### config.mk
export PLATFORM = sky130hd
export DESIGN_NAME = qdp_lane
export DESIGN_NICKNAME = d
export VERILOG_FILES = /design/src/hdl/quantized_dot_product_u2_pack_defines.svh /design/src/hdl/qdp_pkg.sv /design/src/hdl/qdp_lane.sv
export SDC_FILE = /design/constraint.sdc
export NUM_CORES = 2
export LEC_CHECK = 0
export ABC_CLOCK_PERIOD_IN_PS = 7800
export BUFFER_PORTS_ARGS = -buffer_cell sky130_fd_sc_hd__buf_2
export CAP_MARGIN = 5
export CORE_ASPECT_RATIO = 1.4
export CORE_UTILIZATION = 40
export CTS_CLUSTER_DIAMETER = 40
export DETAILED_ROUTE_END_ITERATION = 7
export PLACE_DENSITY_LB_ADDON = 0.15
export SETUP_SLACK_MARGIN = 0.3
export SLEW_MARGIN = 10
export SYNTH_ARGS = -nofsm -noshare
export SYNTH_HDL_FRONTEND = slang
export SYNTH_SLANG_ARGS = --single-unit
### constraint.sdc
create_clock -name i_clk -period 7.8 [get_ports i_clk]
set_input_delay 0.78 -clock i_clk [delete_from_list [all_inputs] [get_ports i_clk]]
set_output_delay 0.78 -clock i_clk [all_outputs]
set_load 0.02 [all_outputs]
### src/hdl/quantized_dot_product_u2_pack_defines.svh
// Assertion macros shared by the quantized dot-product RTL.
// No dependencies; included by files that carry concurrent checks.
`ifndef QUANTIZED_DOT_PRODUCT_U2_PACK_DEFINES_SVH
`define QUANTIZED_DOT_PRODUCT_U2_PACK_DEFINES_SVH

`ifndef SYNTHESIS

// pre in one cycle implies post in the next cycle
`define QDP_ASSERT_NEXT(lbl, clk, rst_n, pre, post, msg) \
    lbl: assert property (@(posedge clk) disable iff (!(rst_n)) (pre) |=> (post)) \
        else $error(msg);

// pre implies post in the same cycle
`define QDP_ASSERT_SAME(lbl, clk, rst_n, pre, post, msg) \
    lbl: assert property (@(posedge clk) disable iff (!(rst_n)) (pre) |-> (post)) \
        else $error(msg);

`else

`define QDP_ASSERT_NEXT(lbl, clk, rst_n, pre, post, msg)
`define QDP_ASSERT_SAME(lbl, clk, rst_n, pre, post, msg)

`endif

`endif

### src/hdl/qdp_pkg.sv
// Shared types and constants for the quantized dot-product block.
// No dependencies; imported by every module of the block.
package qdp_pkg;

    localparam int LANES    = 4;
    localparam int ACC_W    = 32;
    localparam int ACT_W    = 8;
    localparam int WGT_W    = 8;
    localparam int QNT_W    = 2;
    localparam int SHIFT_W  = 5;
    localparam int MULT_W   = 16;
    localparam int CFG_IDX_W = 2;
    localparam int CFG_DAT_W = 16;
    localparam int TDATA_W  = 104;
    localparam int TUSER_W  = 3;
    localparam int OUT_W    = 8;

    typedef enum logic {
        CMD_ACCUM = 1'b0,
        CMD_LOAD  = 1'b1
    } t_cmd;

    typedef enum logic [CFG_IDX_W-1:0] {
        REG_SHIFT = 2'd0,
        REG_MULT  = 2'd1,
        REG_RELU  = 2'd2,
        REG_BN    = 2'd3
    } t_reg_idx;

    // per-lane control from the sequencer
    typedef struct packed {
        logic acc_en;  // add activation * weight
        logic fin;     // last element: capture sum, clear accumulator
        logic load;    // write scale and offset
        logic mul_en;  // run the scaling multiply
    } t_lane_ctrl;

    // quantization settings seen by every lane
    typedef struct packed {
        logic [SHIFT_W-1:0] shift;
        logic [MULT_W-1:0]  mult;
        logic               relu;
        logic               bn;
    } t_quant_cfg;

    typedef logic [QNT_W-1:0] t_lane_q [LANES];

endpackage

### src/hdl/qdp_lane.sv
// One multiply-accumulate lane with its scale/offset store and quantizer.
// Depends on qdp_pkg.
module qdp_lane (
    input  logic                      i_clk,
    input  logic                      i_rst_n,
    input  qdp_pkg::t_lane_ctrl       i_ctrl,
    input  qdp_pkg::t_quant_cfg       i_cfg,
    input  logic [qdp_pkg::ACT_W-1:0] i_act,
    input  logic signed [qdp_pkg::WGT_W-1:0] i_wgt,
    input  logic [qdp_pkg::ACC_W-1:0] i_scale,
    input  logic [qdp_pkg::ACC_W-1:0] i_offset,
    output logic [qdp_pkg::QNT_W-1:0] o_q
);
    import qdp_pkg::*;

    localparam int PROD_W = ACT_W + WGT_W + 1;

    logic [ACC_W-1:0] r_acc, n_acc;
    logic [ACC_W-1:0] r_scale;
    logic [ACC_W-1:0] r_offset;
    logic [ACC_W-1:0] r_sum;
    logic [ACC_W-1:0] r_prod;
    logic signed [PROD_W-1:0] w_mac;
    logic [ACC_W-1:0] w_factor;
    logic [ACC_W-1:0] w_scaled;
    logic [ACC_W-1:0] w_biased;
    logic signed [ACC_W-1:0] w_shifted;
    logic w_bn_mode;

    assign w_mac = $signed({1'b0, i_act}) * i_wgt;
    assign n_acc = r_acc + ACC_W'(w_mac);

    assign w_bn_mode = i_cfg.relu & i_cfg.bn;

    always_comb begin
        if (w_bn_mode) begin
            w_factor = r_scale;
        end else if (i_cfg.relu) begin
            w_factor = {{(ACC_W-MULT_W){1'b0}}, i_cfg.mult};
        end else begin
            w_factor = {{(ACC_W-1){1'b0}}, 1'b1};
        end
    end

    // low word of the product only; wraps like the accumulator
    assign w_scaled = w_factor * r_sum;

    always_ff @(posedge i_clk) begin
        if (!i_rst_n) begin
            r_acc    <= '0;
            r_scale  <= '0;
            r_offset <= '0;
        end else begin
            if (i_ctrl.load) begin
                r_scale  <= i_scale;
                r_offset <= i_offset;
            end
            if (i_ctrl.fin) begin
                r_acc <= '0;
            end else if (i_ctrl.acc_en) begin
                r_acc <= n_acc;
            end
        end
    end

    always_ff @(posedge i_clk) begin
        if (i_ctrl.fin) begin
            r_sum <= n_acc;
        end
        if (i_ctrl.mul_en) begin
            r_prod <= w_scaled;
        end
    end

    assign w_biased  = r_prod + (w_bn_mode ? r_offset : '0);
    assign w_shifted = $signed(w_biased) >>> i_cfg.shift;

    // clip to 0..3
    always_comb begin
        if (w_shifted[ACC_W-1]) begin
            o_q = '0;
        end else if (|w_shifted[ACC_W-2:QNT_W]) begin
            o_q = '1;
        end else begin
            o_q = w_shifted[QNT_W-1:0];
        end
    end

endmodule

# [Word level (Yosys, flattened, before mapping)]
# Index checks and enable logic that the tools add are counted.
[word_totals] in_bits=109 mem_bits_ro=0 elab_cells=19 mem_count=0 ff_bits=160 ram_bits=0 output_inout_bits=2 latch_bits=0
[classes] eq_ne=0 addsub=2 reduce_logical=2 n_mul=2 muxes=5 n_lt_le_gt_ge=0 bitwise_logic=2 n_shift=1 div_mod_pow=0
[op_table] op="32-bit adder" n=2
[op_table] op="32-bit 2-to-1 mux" n=2
[op_table] op="32-bit by 32-bit multiplier with 32-bit output" n=1
[op_table] op="32-bit by 5-bit >>> shifter with 32-bit output" n=1
[op_table] op="29-bit OR reduction" n=1
[op_table] op="9-bit by 8-bit multiplier with 17-bit output" n=1
[op_table] op="16-bit 2-to-1 mux" n=1
[op_table] op="2-bit 2-to-1 mux" n=2
[op_table] op="2-bit OR reduction" n=1
[op_table] op="1-bit AND" n=1
[op_table] op="1-bit NOT" n=1

# [Depth between registers and ports, before layout]
[logic_depth] ltp_word=7 depth_mapped=32 depth_no_buf=32

# [Least setup slack after synthesis]
# No wires, ideal clock.
[synth_path] path_kind="input to register" startpoint="input port i_cfg[0] (netlist bit)" endpoint="register r_prod[30], data pin" setup_slack_ps=-746 required_time_ps=7542 arrival_ps=8288 stages=28 setup_ps=258 n_path_buf=4 cell_sequence="buf_1 > buf_2 > clkbuf_1 > mux2i_1 > nor2b_1 > clkbuf_1 > and2_1 > fa_1 > fa_1 > fa_1 > inv_1 > fa_1 > inv_1 > fa_1 > inv_1 > fa_1 > inv_1 > fa_1 > fa_1 > ha_1 > or3_1 > o31ai_1 > nor2_1 > a2111oi_2 > o21ai_1 > a31o_2 > a21oi_1 > xnor2_1"
[synth_between] elab_chain_len=3
[synth_rtl] item="from (decl)" line_no="qdp_lane.sv:7" source="input qdp_pkg::t_quant_cfg i_cfg,"
[synth_rtl] item="1-bit AND" line_no="qdp_lane.sv:33" source="assign w_bn_mode = i_cfg.relu & i_cfg.bn;"
[synth_rtl] item="32-bit 2-to-1 mux" line_no="qdp_lane.sv:36" source="if (w_bn_mode) begin"
[synth_rtl] item="32-bit by 32-bit multiplier with 32-bit output" line_no="qdp_lane.sv:46" source="assign w_scaled = w_factor * r_sum;"
[synth_rtl] item="net w_scaled[30]" line_no="qdp_lane.sv:25" source="logic [ACC_W-1:0] w_scaled;"
[synth_rtl] item="to (signal assigned)" line_no="qdp_lane.sv:71" source="r_prod <= w_scaled;"
[synth_rtl] item="to (decl)" line_no="qdp_lane.sv:22" source="logic [ACC_W-1:0] r_prod;"
# The timed path passes the listed nets, and every way through them passes these cells.
# A chain may end at the register's enable or synchronous reset.

# [Worst setup path in the final report]
# Same ends and word-level chain as after synthesis.

==> qor.yml <==
final_layout:
  synthToLayoutAreaGrowth_pct: 13.49
  nets: 4070
  fin_area_sq_um: 32140
  layout.cells.non_filler: 4237
  final_layout_size_suffix_gt1_share_pct: 13.03
floorplan:
  rows: 115
  io_pins: 111
  coreArea_sq_um: 70220
  start_util_pct: 40.33
  dieHeight_um: 316.8
  fp.dieW_um: 226.9
  dieArea_sq_um: 71890
global_routing:
  grt-ovfl-total: 0
  grtUsageMet2_pct: 45.23
  grt_util_met3_pct: 2.005
  grt-busiest-layer: "met2"
  grt_max_degree: 66
  grt_use_met1_pct: 24.44
  grt_pass1_vias: 24090
  track_usage_pct: 23.11
  grt_pass1_wl_um: 127000
  antenna_found_initial: 4
yosys:
  synth_seq_cells: 160
  synth_top_family_by_area: "adder cells"
  yosysWarnings: 0
  synth-simple-area-share_pct: 18.39
  yosysMostFrequentCell: "inv_1"
  synthMuxAreaShare_pct: 4.625
  synth_top_area_share_pct: 31.60
  synth.distinct_cells: 78
  syn_area_sq_um: 28320
  synthAdderAreaFrac_pct: 41.67
  synth_fp_nets: 3898
  synth_common_cells: "inv_1 (483), fa_1 (447), nand2_1 (331)"
  yosysTopAreaCell: "fa_1"
  syn-instance-count: 3114
  yosys-top-cells-area: "fa_1 (32%), ha_1 (10%), and2_1 (7.1%)"
  synth-seq-area-share_pct: 13.57
  synth-edff-count: 64
  synth-main-ff-cell: "dfxtp_1"
  synthXorXnorAreaFrac_pct: 4.762
  synth.avg_cell_area_sq_um: 9.095
  synth_compound_area_share_pct: 8.473
  async_flop_share_pct: 0
placement:
  gp_congestion: 0.9005
  io_buffers: 110
  dp_cells: 4189
  place_area_sq_um: 31070
  place_hpwl_um: 65870
  preCtsSetupSlack_ps: -229.3
sta:
  hold_viol_final: 0
  skew_ps: 24.69
  timing.fmax_mhz: 136.7
  whs_ps: 484.4
  fin_ws_ps: 485.0
  period_share_pct: 93.78
  setup-violations-final: 0
  fin_crit_ps: 7315
  slew_violations: 0
  worst_pin_slew_ps: 1071
  rsz0062_at_grt: "true"
  max_slew_margin_pct: 28.57
routing:
  first_pass_iters: 5
  viasPerCell: 5.127
  wl_um: 79060
  drt-initial-drc-count: 1146
  avgRoutedWirePerCell_um: 18.66
  drc: 0
  ant_nets: 0
  dr_total_vias: 21720
worst_setup_path:
  cp.required_ps: 8040
  crit_type: "in -> reg"
  arrival_ps: 7550
  critPathLaunchType: "primary input"
  crit_fanout: 6
  reg2reg_slack_ps: 630
  cp-end-kind: "flip-flop"
run_status:
  outcome: "complete, no violations"
power_and_ir_drop:
  cellPowerDensity_nw_per_um2: 471.6
  ir_drop_mv: 0.6008
  leakagePower_nw: 15.62
clocking:
  cts_hold_repair.buffers: 0
  clk_pin_slew_ps: 70
  clockRootBuffer: "clkbuf_16"
  clockBufferDepth: 2
  cts_tree: "built"
  clock-sinks: 160
  insertion_delay_ps: 510
  cts_made_buffers: 17
  htreeDepth: 4
worst_hold_path:
  hp-class: "reg -> reg"
job:
  maxCapViolCount: 0
## worst max-delay path, stage by stage
cell	delay [ps]
buf_12	100
buf_6	120
mux2i_1	200
nor2b_1	80
buf_4	130
and2_1	160
fa_1	520
fa_1	460
fa_1	510
inv_1	60
fa_1	550
inv_1	50
fa_1	480
inv_1	50
fa_1	470
inv_1	50
fa_1	490
fa_1	420
ha_2	200
or3_4	340
o31ai_4	190
nor2_1	80
a2111oi_2	310
buf_4	190
o21ai_2	70
a31o_2	260
a21oi_2	150
xnor2_1	80
## placed cells by master, fill, tap and decap left out, drive strengths merged, types with 39 or more instances in the layout
cell    count
nor2       98
fa        447
xnor2     116
nor2b      88
mux2i     123
nand3      39
buf       308
inv       495
dfxtp      96
and2      321
nand2     331
and3       63
ha        228
a21oi      84
edfxtp     64
a21o       42
## registers in the layout (all words and copies together) (netlist names)
name,flops
r_acc,32
r_offset,32
r_prod,32
r_scale,32
r_sum,32
## cells by family after synthesis
kind of cell / Yosys count
multiplexers: 129
XOR/XNOR: 154
AO/OA/AOI/OAI: 339
adder cells (fa/ha/maj): 675
flip-flops: 160
AND/OR/NAND/NOR: 1016
buffers and inverters: 641
## what timing repair did
item | 4_1_cts | 5_1_grt
endpoints found under the setup margin | 1 | 20
setup buffers | 0 | 12
gates cloned | 0 | 2
pin swaps | 0 | 45
gates resized for setup | 1 | 64
## path summary, 6_finish.rpt
| path | startpoint | to | cells past startpoint |
|---|---|---|---|
| max | i_cfg[0] | r_prod[30] | 28 |
| min | r_acc[17] | r_acc[17] | 2 |
| max reg2reg | r_sum[8] | r_prod[30] | 24 |
| min reg2reg | r_acc[17] | r_acc[17] | 2 |
## power breakdown
group | internal, mW | total [mW] | switching [mW]
Clock | 0.467 | 0.879 | 0.412
Sequential | 1.51 | 1.77 | 0.260
Combinational | 6.06 | 12.5 | 6.45
Total | 8.03 | 15.2 | 7.13
## stage by stage
stage,TNS (ps),util [%],power (mW)
final,0,45.78,15.16
after global routing,0,45.78,16.83
after CTS,0,45.11,14.79
after detailed placement,-579.2,44.25,13.78
after global placement,-128.9,44.25,13.53
after floorplan,0,-,10.08
## layer usage
metal	wire length (um)	vias to the layer above
met2	44140	419
li1	-	10230
met5	0	-
met1	29220	10900
met3	2043	175
met4	3656	0
## final cells by class
cell class                 count  area, sq um
timing repair buffer         310         2271
antenna                        2        5.005
clock inverter                11        101.3
fill                        6903        38080
inverter                     484         1817
tap                          936         1171
clock buffer                  21        493.0
multi-input combinational   2313        22440
sequential                   160         3844
Power figures use the tool's default switching activity.
