File: src/hdl/quantized_dot_product_u2_pack_defines.svh
// Assertion macros shared by the quantized dot-product RTL.
// No dependencies; included by files that carry concurrent checks.
`ifndef QUANTIZED_DOT_PRODUCT_U2_PACK_DEFINES_SVH
`define QUANTIZED_DOT_PRODUCT_U2_PACK_DEFINES_SVH

`ifndef SYNTHESIS

// pre in one cycle implies post in the next cycle
`define QDP_ASSERT_NEXT(lbl, clk, rst_n, pre, post, msg) \
    lbl: assert property (@(posedge clk) disable iff (!(rst_n)) (pre) |=> (post)) \
        else $error(msg);

// pre implies post in the same cycle
`define QDP_ASSERT_SAME(lbl, clk, rst_n, pre, post, msg) \
    lbl: assert property (@(posedge clk) disable iff (!(rst_n)) (pre) |-> (post)) \
        else $error(msg);

`else

`define QDP_ASSERT_NEXT(lbl, clk, rst_n, pre, post, msg)
`define QDP_ASSERT_SAME(lbl, clk, rst_n, pre, post, msg)

`endif

`endif

File: src/hdl/qdp_pkg.sv
// Shared types and constants for the quantized dot-product block.
// No dependencies; imported by every module of the block.
package qdp_pkg;

    localparam int LANES    = 4;
    localparam int ACC_W    = 32;
    localparam int ACT_W    = 8;
    localparam int WGT_W    = 8;
    localparam int QNT_W    = 2;
    localparam int SHIFT_W  = 5;
    localparam int MULT_W   = 16;
    localparam int CFG_IDX_W = 2;
    localparam int CFG_DAT_W = 16;
    localparam int TDATA_W  = 104;
    localparam int TUSER_W  = 3;
    localparam int OUT_W    = 8;

    typedef enum logic {
        CMD_ACCUM = 1'b0,
        CMD_LOAD  = 1'b1
    } t_cmd;

    typedef enum logic [CFG_IDX_W-1:0] {
        REG_SHIFT = 2'd0,
        REG_MULT  = 2'd1,
        REG_RELU  = 2'd2,
        REG_BN    = 2'd3
    } t_reg_idx;

    // per-lane control from the sequencer
    typedef struct packed {
        logic acc_en;  // add activation * weight
        logic fin;     // last element: capture sum, clear accumulator
        logic load;    // write scale and offset
        logic mul_en;  // run the scaling multiply
    } t_lane_ctrl;

    // quantization settings seen by every lane
    typedef struct packed {
        logic [SHIFT_W-1:0] shift;
        logic [MULT_W-1:0]  mult;
        logic               relu;
        logic               bn;
    } t_quant_cfg;

    typedef logic [QNT_W-1:0] t_lane_q [LANES];

endpackage

File: src/hdl/qdp_pack.sv
// Merge stage: packs the lane codes into one byte and holds it for the output.
// Depends on qdp_pkg.
module qdp_pack (
    input  logic                      i_clk,
    input  logic                      i_rst_n,
    input  logic                      i_load,
    input  qdp_pkg::t_lane_q          i_q,
    output logic                      o_ready,
    output logic                      o_valid,
    input  logic                      i_take,
    output logic [qdp_pkg::OUT_W-1:0] o_data
);
    import qdp_pkg::*;

    logic             r_valid;
    logic [OUT_W-1:0] r_data;
    logic [OUT_W-1:0] w_packed;

    always_comb begin
        for (int i = 0; i < LANES; i++) begin
            w_packed[i*QNT_W +: QNT_W] = i_q[i];
        end
    end

    assign o_ready = !r_valid || i_take;

    always_ff @(posedge i_clk) begin
        if (!i_rst_n) begin
            r_valid <= 1'b0;
        end else if (o_ready) begin
            r_valid <= i_load;
        end
    end

    always_ff @(posedge i_clk) begin
        if (o_ready && i_load) begin
            r_data <= w_packed;
        end
    end

    assign o_valid = r_valid;
    assign o_data  = r_data;

endmodule
File: config.mk
export PLATFORM = sky130hd
export DESIGN_NAME = qdp_pack
export DESIGN_NICKNAME = d
export VERILOG_FILES = /design/src/hdl/quantized_dot_product_u2_pack_defines.svh /design/src/hdl/qdp_pkg.sv /design/src/hdl/qdp_pack.sv
export SDC_FILE = /design/constraint.sdc
export NUM_CORES = 1
export LEC_CHECK = 0
export ABC_CLOCK_PERIOD_IN_PS = 1330
export BUFFER_PORTS_ARGS = -buffer_cell sky130_fd_sc_hd__buf_2
export CAP_MARGIN = 20
export CORE_AREA = 4 4 41 43
export CTS_CLUSTER_DIAMETER = 120
export DETAILED_ROUTE_END_ITERATION = 7
export DIE_AREA = 0 0 45 47
export PLACE_DENSITY = 0.61
export SLEW_MARGIN = 20
export SYNTH_ARGS = -nofsm -noshare
export SYNTH_HDL_FRONTEND = slang
export SYNTH_SLANG_ARGS = --single-unit
File: constraint.sdc
create_clock -name i_clk -period 1.33 [get_ports i_clk]
set_clock_uncertainty 0.1 [all_clocks]
set_input_delay 0.0665 -clock i_clk [delete_from_list [all_inputs] [get_ports i_clk]]
set_output_delay 0.0665 -clock i_clk [all_outputs]
set_load 0.02 [all_outputs]
### Yosys cells after proc, flatten, opt, wreduce, memory -nomap -nowiden

Cells that the tools add are included.

| storage, ports and cells | value |
|---|---|
| bits in registers | 9 |
| latch bits | 0 |
| RAM bits | 0 |
| bits in read-only memories | 0 |
| output and inout bits | 10 |
| word-level logic and storage cells | 5 |
| memories | 0 |

| cells by class | value |
|---|---|
| add/subtract/negate cells | 0 |
| multiply operators | 0 |
| divide/modulo/power cells | 0 |
| $lt $le $gt $ge | 0 |
| equality and inequality tests | 0 |
| shifts and indexed selects | 0 |
| multiplexer cells | 0 |
| bitwise operators | 0 |
| reductions and logical operators | 3 |

Operators with widths:

| operator | count |
|---|---|
| 1-bit logical AND | 1 |
| 1-bit zero test | 1 |
| 1-bit logical OR | 1 |

### Longest topological paths before layout

Gate-level depths: netlist of run 1.

| logic depth | value |
|---|---|
| depth in word-level cells | 3 |
| gate-level depth with buffers | 2 |
| mapped depth without buffers | 2 |

### Worst setup path after synthesis of run 1

OpenSTA, ideal clock, no wires.

| timing path | value |
|---|---|
| kind | reg-to-reg |
| start point | register r_valid (netlist: o_valid) |
| end point | register r_data[0] (netlist: o_data[0]), enable pin |
| arrival | 0.788 ns |
| data required time | 0.981 ns |
| setup slack | 0.194 ns |
| stages on the path, launching flop included | 3 |
| path through | dfxtp_1 nand2b_4 and2_4 |

| on the way | value |
|---|---|
| cells in the longest elaborated chain, start to end | 3 |

Ends and longest elaborated chain:

| item | RTL line | source |
|---|---|---|
| start, declared | qdp_pack.sv:15 | `logic r_valid;` |
| start signal, assigned | qdp_pack.sv:31 | `r_valid <= i_load;` |
| 1-bit zero test | qdp_pack.sv:25 | `assign o_ready = !r_valid \|\| i_take;` |
| 1-bit logical OR | qdp_pack.sv:25 |  |
| net o_ready | qdp_pack.sv:8 | `output logic o_ready,` |
| 1-bit logical AND | qdp_pack.sv:36 | `if (o_ready && i_load) begin` |
| end signal, assigned | qdp_pack.sv:37 | `r_data <= w_packed;` |
| end, declared | qdp_pack.sv:16 | `logic [OUT_W-1:0] r_data;` |

The timed path passes the listed nets, and every way through them passes these cells.
A chain may end at the register's enable or synchronous reset.

### Worst setup path in the final report of run 1

| timing path | value |
|---|---|
| start point | input port i_take |
| end point | output port o_ready |

| on the way | value |
|---|---|
| cells in the longest elaborated chain, start to end | 1 |

Ends and longest elaborated chain:

| item | RTL line | source |
|---|---|---|
| start, declared | qdp_pack.sv:10 | `input logic i_take,` |
| 1-bit logical OR | qdp_pack.sv:25 |  |
| end, declared | qdp_pack.sv:8 |  |

Every way passes these cells.

==> results of run 1 <==
[path summary, 6_finish.rpt]
kind / startpoint / end / slack [ns] / cells past startpoint
max: i_take / o_ready / 0.15 / 4
min reg2reg: o_valid / o_valid / 0.41 / 2
min: o_valid / o_valid / 0.41 / 2
max reg2reg: o_valid / o_data[6] / 0.32 / 2
[where the power goes]
group          internal, mW  switching (mW)  leakage (nW)
registers             0.327         0.00512        0.0858
clock network         0.115          0.0884        0.0150
logic                0.0503          0.0446         0.149
total                 0.493           0.138         0.250
[layer usage]
| layer | share of wire, % | up-vias | GRT usage, % |
|---|---|---|---|
| met5 | 0 | - | 0 |
| met4 | 0 | 0 | 3.51 |
| met3 | 11 | 0 | 5.75 |
| met2 | 60 | 14 | 18.6 |
| met1 | 28 | 111 | 4.48 |
| li1 | - | 119 | - |
[final cells by class]
class / count / area, µm²
multi-input cells: 3 / 33.8
flip-flops and latches: 9 / 260
well taps: 15 / 18.8
fillers: 130 / 743
inverters: 1 / 3.75
clock buffers: 4 / 26.3
repair buffers: 32 / 215
[metrics by stage]
step	setup WS (ns)	instance area [µm²]	utilization, %	hold slack, ns	total power [mW]
6_report	0.153	558	42.9	0.414	0.631
5_1_grt	0.119	558	42.9	0.420	0.665
3_5_place_dp	0.328	422	32.4	0.151	0.409
2_1_floorplan	0.194	298	-	0.0654	0.375
4_1_cts	0.162	558	42.9	0.413	0.642
3_3_place_gp	0.346	422	32.4	0.145	0.407
[what timing repair did]
action | 4_1_cts | 5_1_grt
hold buffers | 11 | 0
endpoints found under the hold margin | 9 | 0
setup buffers | 0 | 0
[critical path: stages]
cell and delay [ns]:
dlygate4sd3_1 0.53, buf_2 0.12, nand2b_4 0.14, buf_2 0.16
[state kept, by name (all words and copies together), names as in the netlist]
register and cells:
o_data 8, o_valid 1
[cell usage after synthesis (all sizes together)]
library cell / count / area share [%]
a21boi: 1 / 3.8
and2: 1 / 2.9
dfxtp: 1 / 6.7
edfxtp: 8 / 81
inv: 1 / 1.3
nand2b: 1 / 4.6
[kinds of logic after synthesis]
logic type | after synthesis | synth area share [%]
flops | 9 | 87.4
buf+inv | 1 | 1.26
compound gates | 1 | 3.78
simple gates | 2 | 7.56
==> impl_metrics.ini, run 1 <==
[run_status]
status = completed

[worst_setup_path]
cp.arrival_ns = 1.01
cp_max_fo = 3
endpoint_kind = output pin
crit_path_start_kind = primary input
critical_path_class = primary input to output pin
critical_path_required_ns = 1.16

[logic_synthesis]
synth_cell_types = 6
syn_avg_cell_area_um2 = 22.9
ys_seq_area_share_pct = 87.4
netlist_area_um2 = 298
ys_warn_count = 0
synth_nets = 25
syn_inst = 13
synth-seq-cells = 9

[drt]
wl_um = 708
ant_nets = 0
vias_per_cell = 3.81
drt-initial-drc-count = 2
dr.pass1.iters = 4
vias = 244
wl_per_cell_um = 11.1
remaining_drc_errors = 0

[sta]
finalCritPeriodShare_pct = 88.5
worstMarginPinSlew_ns = 0.135
period_minus_slack_ns = 1.18
rsz0062_at_grt = no
finalSetupTns_ns = 0
drv_slew = 0
relSlewSlack_pct = 91.0
setup-violations-final = 0
fmax_ghz = 0.850
hold_viol = 0

[cells_and_area]
diodes = 0
final_cell_mix = buf_2 (21), dlygate4sd3_1 (11), edfxtp_1 (8)
drive_above_1_share_pct = 55.1
finalNetCount = 62
area_growth_pct = 87.4
layoutNonFillerInstCount = 64
final_common_cell = buf_2

[placed_design]
placed_cells_incl_taps = 49
place_congestion = 0.636
port_buffers = 21

[clock_tree]
htree_num_levels = 1
cts_made_buffers = 3
cts_resized = 0
path_clk_slew_ns = 0.06
tritoncts = done
clockBufferDepth = 2
clock_latency_ns = 0.25
clock-root-buffer = clkbuf_4
clkSinkCount = 9

[floorplan]
fp.dieArea_um2 = 2120
die_height_um = 47
io_pins = 22
core-area_um2 = 1300
chipWidth_um = 45
std_cell_rows = 13
initial_core_util_pct = 22.9

[min_path]
min_path_type = flop to flop

[grt]
grt_pass1_vias = 297
grt_antenna_before_repair = 0
grt_max_degree = 9
grt-ovfl-total = 0
grt_first_pass_wirelength_mm = 1.13
track_usage_pct = 8.48

[power_and_ir_drop]
peakVddDrop_mv = 0.721
power.density_nw_per_um2 = 1130
power.leakage_nw = 0.250

[run]
maxCapViolations = 0
(Power assumes the default switching activity.)
==> run 2: changes to the inputs <==
- RECOVER_POWER: not set -> 100
==> run 2 against run 1 <==
Net effect:
- maximum frequency is 2.7% lower
- final cell count unchanged
- sequential power is essentially flat
- total power is 1.1% lower
- via count up 1.2%
- count of clock-buffer cells in the layout did not move
- non-clock buffer count unchanged
- worst hold slack improved by 0.011 ns
- routed wire length increased by 1.4%
==> impl_metrics.ini, run 2 (synthesis gave the netlist of run 1 again) <==
[run_status]
status = completed

[cells_and_area]
drive_above_1_share_pct = 32.7
largest_reg_flops = 8
regArea_um2 = 260
diodes = 0
area_growth_pct = 81.5
nFillCells = 137
final_area_um2 = 541
multi_input_area_um2 = 28.8
final_cell_mix = clkbuf_1 (11), dlygate4sd3_1 (11), buf_2 (11)
finalNetCount = 62

[floorplan]
die_height_um = 47
fp.dieArea_um2 = 2120
core-area_um2 = 1300
initial_core_util_pct = 22.9
chipWidth_um = 45
std_cell_rows = 13
io_pins = 22

[drt]
dr_wl_met2_um = 430
route.met3.wl_um = 91
routedLengthMet1_um = 196
top_layer_used = met3
wl_um = 718
ant_nets = 0
dr.pass1.iters = 4
vias = 247
wl_per_cell_um = 11.2
drt-initial-drc-count = 2
remaining_drc_errors = 0
vias_per_cell = 3.86

[power_and_ir_drop]
switching_share_pct = 22.1
finalPower_mw = 0.624
pwr-share-seq_pct = 53.3
p_int_mw = 0.486
peakVddDrop_mv = 0.720
p_sw_mw = 0.138
p_comb_share_pct = 14.0
p_clk_share_pct = 32.7
power.density_nw_per_um2 = 1150
power.leakage_nw = 0.220

[sta]
hold_viol = 0
rsz0062_at_grt = no
drv_slew = 0
period_minus_slack_ns = 1.21
finalSetupTns_ns = 0
fmax_ghz = 0.827
relSlewSlack_pct = 83.1
finalCritPeriodShare_pct = 91.0
worstMarginPinSlew_ns = 0.254
worst_hold_slack_ns = 0.426
setup-violations-final = 0

[clock_tree]
htree_num_levels = 1
cts_made_buffers = 3
clkSinkCount = 9
clock-root-buffer = clkbuf_4
clock_latency_ns = 0.25
tritoncts = done
path_clk_slew_ns = 0.06
clockBufferDepth = 2
cts_resized = 0

[grt]
grt_max_degree = 9
grt_pass1_vias = 297
grt_antenna_before_repair = 0
grt_first_pass_wirelength_mm = 1.13
track_usage_pct = 8.48
grt-ovfl-total = 0

[placed_design]
place_congestion = 0.636
place_area_um2 = 422
port_buffers = 21

[worst_setup_path]
cp.arrival_ns = 1.11
critical_path_required_ns = 1.23
cp_max_fo = 8
critical_path_class = primary input to flop
crit_path_start_kind = primary input
endpoint_kind = flop
r2r_slack_ns = 0.26

[min_path]
min_path_type = primary input to flop

[run]
maxCapViolations = 0
## run 2: cell count changes in the layout (fill, tap and decap cells not counted), sizes merged
cell,previous run,this run
buf,21,11
clkbuf,4,14
## run 2: path summary, 6_finish.rpt
kind | startpoint | to | depth (start not counted)
setup / recovery | i_take | o_data[6] | 4
hold / removal | i_q[4] | o_data[2] | 2
setup reg to reg | o_valid | o_data[6] | 2
hold reg to reg | o_valid | o_valid | 2
## run 2: metrics by stage
step / cells / setup WS, ns / util [%]
after floorplan: 13 / 0.194 / -
after global placement: 49 / 0.346 / 32.4
after detailed placement: 49 / 0.328 / 32.4
after CTS: 64 / 0.162 / 42.9
after global routing: 64 / 0.0971 / 41.5
final: 64 / 0.120 / 41.5
## run 2: final cells by class
cell class | count | area share [%]
flip-flops and latches | 9 | 48.1
repair buffers | 32 | 37.5
multi-input cells | 3 | 5.32
clock buffers | 4 | 4.86
well taps | 15 | 3.47
inverters | 1 | 0.694
## run 2: per-layer routing
layer  vias to the layer above  global-route usage [%]
li1                        119                       -
met1                       114                    4.48
met2                        14                    18.6
met3                         0                    5.75
met4                         0                    3.51
met5                         -                       0
## run 2: power by group through the flow
stage               Combinational [mW]  Sequential (mW)  Clock, mW
floorplan                       0.0151            0.360          0
global placement                0.0698            0.338          0
detailed placement              0.0710            0.339          0
CTS                             0.0956            0.333      0.214
global route                    0.0944            0.334      0.229
finish                          0.0875            0.333      0.204
## run 2: repair_timing
item / CTS / global route
setup buffers: 0 / 0
endpoints found under the hold margin: 9 / 0
hold buffers: 11 / 0
setup endpoints to repair: 0 / 0
## run 2: worst max-delay path, cell delays in order
cell           delay [ns]
dlygate4sd3_1        0.53
buf_2                0.12
nand2b_4             0.13
and2_2               0.26
==> run 3: changes to the inputs <==
- ABC_AREA: not set -> 1
- CORE_AREA: 4 4 41 43 -> 2 2 39 41
- DIE_AREA: 0 0 45 47 -> 0 0 41 43
- PLACE_DENSITY: 0.61 -> 0.6
==> run 3 against run 2 <==
Net effect:
- critical path depth up 1
- final cell count up 3.1%
- sequential power about the same
- register-to-register slack worse by 0.17 ns
- first-iteration DRC count down 100%
==> impl_metrics.ini, run 3 <==
[run_status]
status = completed

[clock_tree]
clkSinkCount = 9
clockBufferDepth = 2
clock_latency_ns = 0.25
path_clk_slew_ns = 0.06
htree_num_levels = 1
tritoncts = done
post-cts-setup-buffers = 0
cts_made_buffers = 3
clock-root-buffer = clkbuf_4

[power_and_ir_drop]
p_clk_share_pct = 32.8
switching_share_pct = 22.8
power.density_nw_per_um2 = 1180
p_sw_mw = 0.143
p_int_mw = 0.484
peakVddDrop_mv = 0.451
pwr-share-seq_pct = 53.4
p_comb_share_pct = 13.8
finalPower_mw = 0.627
power.leakage_nw = 0.221

[worst_setup_path]
endpoint_kind = flop
critical_path_class = primary input to flop
cp.arrival_ns = 1.33
cp_max_fo = 1
crit_path_start_kind = primary input
critical_path_required_ns = 1.37

[drt]
remaining_drc_errors = 0
vias = 247
vias_per_cell = 3.74
wl_per_cell_um = 11.1
ant_nets = 0
dr.pass1.iters = 1
drt-initial-drc-count = 0
wl_um = 732

[logic_synthesis]
ys_seq_area_share_pct = 89.3
synth_most_common_cell = edfxtp_1
synth_edf_count = 8
synth_ff_type = edfxtp_1
synthTopCellsByCount = edfxtp_1 (8), inv_1 (2)
netlist_area_um2 = 292
yosysTopAreaCell = edfxtp_1
syn_avg_cell_area_um2 = 19.4
async_reset_ff_share_pct = 0
synth_nets = 27
synth_area_leaders = edfxtp_1 (82%), dfxtp_1 (6.9%), a21oi_2 (3.0%)
yosys.area.top_type_share_pct = 82.4
synth-seq-cells = 9
ys_warn_count = 0
syn_inst = 15
synth_cell_types = 7

[cells_and_area]
drive_above_1_share_pct = 38.0
largest_reg_flops = 8
final_cell_mix = buf_2 (12), clkbuf_1 (10), dlygate4sd3_1 (10)
finalNetCount = 63
multi_input_area_um2 = 20.0
final_common_cell = buf_2
layoutNonFillerInstCount = 66
diodes = 0
regArea_um2 = 262
area_growth_pct = 82.8
nFillCells = 137

[sta]
drv_slew = 0
worstMarginPinSlew_ns = 0.443
finalSetupTns_ns = 0
period_minus_slack_ns = 1.30
hold_viol = 0
fmax_ghz = 0.772
rsz0062_at_grt = no
relSlewSlack_pct = 70.5
setup-violations-final = 0
finalCritPeriodShare_pct = 97.4

[grt]
grt_first_pass_wirelength_mm = 1.12
grt_max_degree = 9
grt_pass1_vias = 272
grt-ovfl-total = 0
grt_antenna_before_repair = 0
track_usage_pct = 10.9

[floorplan]
io_pins = 22
initial_core_util_pct = 21.1
core-area_um2 = 1380
chipWidth_um = 41
die_height_um = 43
std_cell_rows = 14
fp.dieArea_um2 = 1760

[placed_design]
placed_cells_incl_taps = 52
place_congestion = 0.660
port_buffers = 21

[run]
maxCapViolations = 0

[min_path]
min_path_type = primary input to flop
[run 3: critical path, stage by stage]
cell           delay [ns]
dlygate4sd3_1        0.53
buf_2                0.12
inv_1                0.04
a21oi_1              0.03
dlygate4sd3_1        0.55
[run 3: final timing paths]
| path | end | from | cells past startpoint | slack (ns) |
|---|---|---|---|---|
| setup reg to reg | o_valid | o_valid | 3 | 0.09 |
| hold / removal | o_data[2] | i_load | 3 | 0.15 |
| hold reg to reg | o_data[2] | o_valid | 1 | 0.57 |
| setup / recovery | o_valid | i_rst_n | 5 | 0.03 |
[run 3: through the flow]
stage	worst slack, ns	utilization [%]	instance area, µm²	hold slack (ns)
CTS	0.0472	39.5	547	0.166
floorplan	0.168	-	295	0.0654
finish	0.0342	38.5	533	0.150
global route	0.0373	38.5	533	0.158
global placement	0.209	30.4	420	0.151
detailed placement	0.151	30.4	420	0.146
[run 3: cells by family after synthesis]
family	share of synthesized area (%)
simple gates	2.15
compound gates	4.72
flops	89.3
buf+inv	3.86
[run 3: power groups by stage]
stage,logic (mW),registers [mW],clock network [mW]
floorplan,0.0138,0.360,0
global placement,0.0687,0.338,0
detailed placement,0.0692,0.340,0
CTS,0.0926,0.334,0.220
global route,0.0948,0.336,0.238
finish,0.0863,0.334,0.206
[run 3: area by class of cell]
| class | count | area share, % |
|---|---|---|
| Tap cell | 16 | 3.76 |
| Multi-Input combinational cell | 3 | 3.76 |
| Sequential cell | 9 | 49.1 |
| Inverter | 3 | 2.11 |
| Timing Repair Buffer | 31 | 36.4 |
| Clock buffer | 4 | 4.93 |
[run 3: what timing repair did]
item	4_1_cts	5_1_grt
hold endpoints to repair	9	0
hold buffers	10	0
gates resized for setup	0	1
setup endpoints to repair	0	1
[run 3: routing by layer]
layer	vias to the layer above	part of all wire (%)	GRT usage, %
met5	-	0	0
met4	0	0.55	10.0
met3	2	12	7.85
met2	22	45	14.7
met1	101	42	10.1
li1	122	-	-
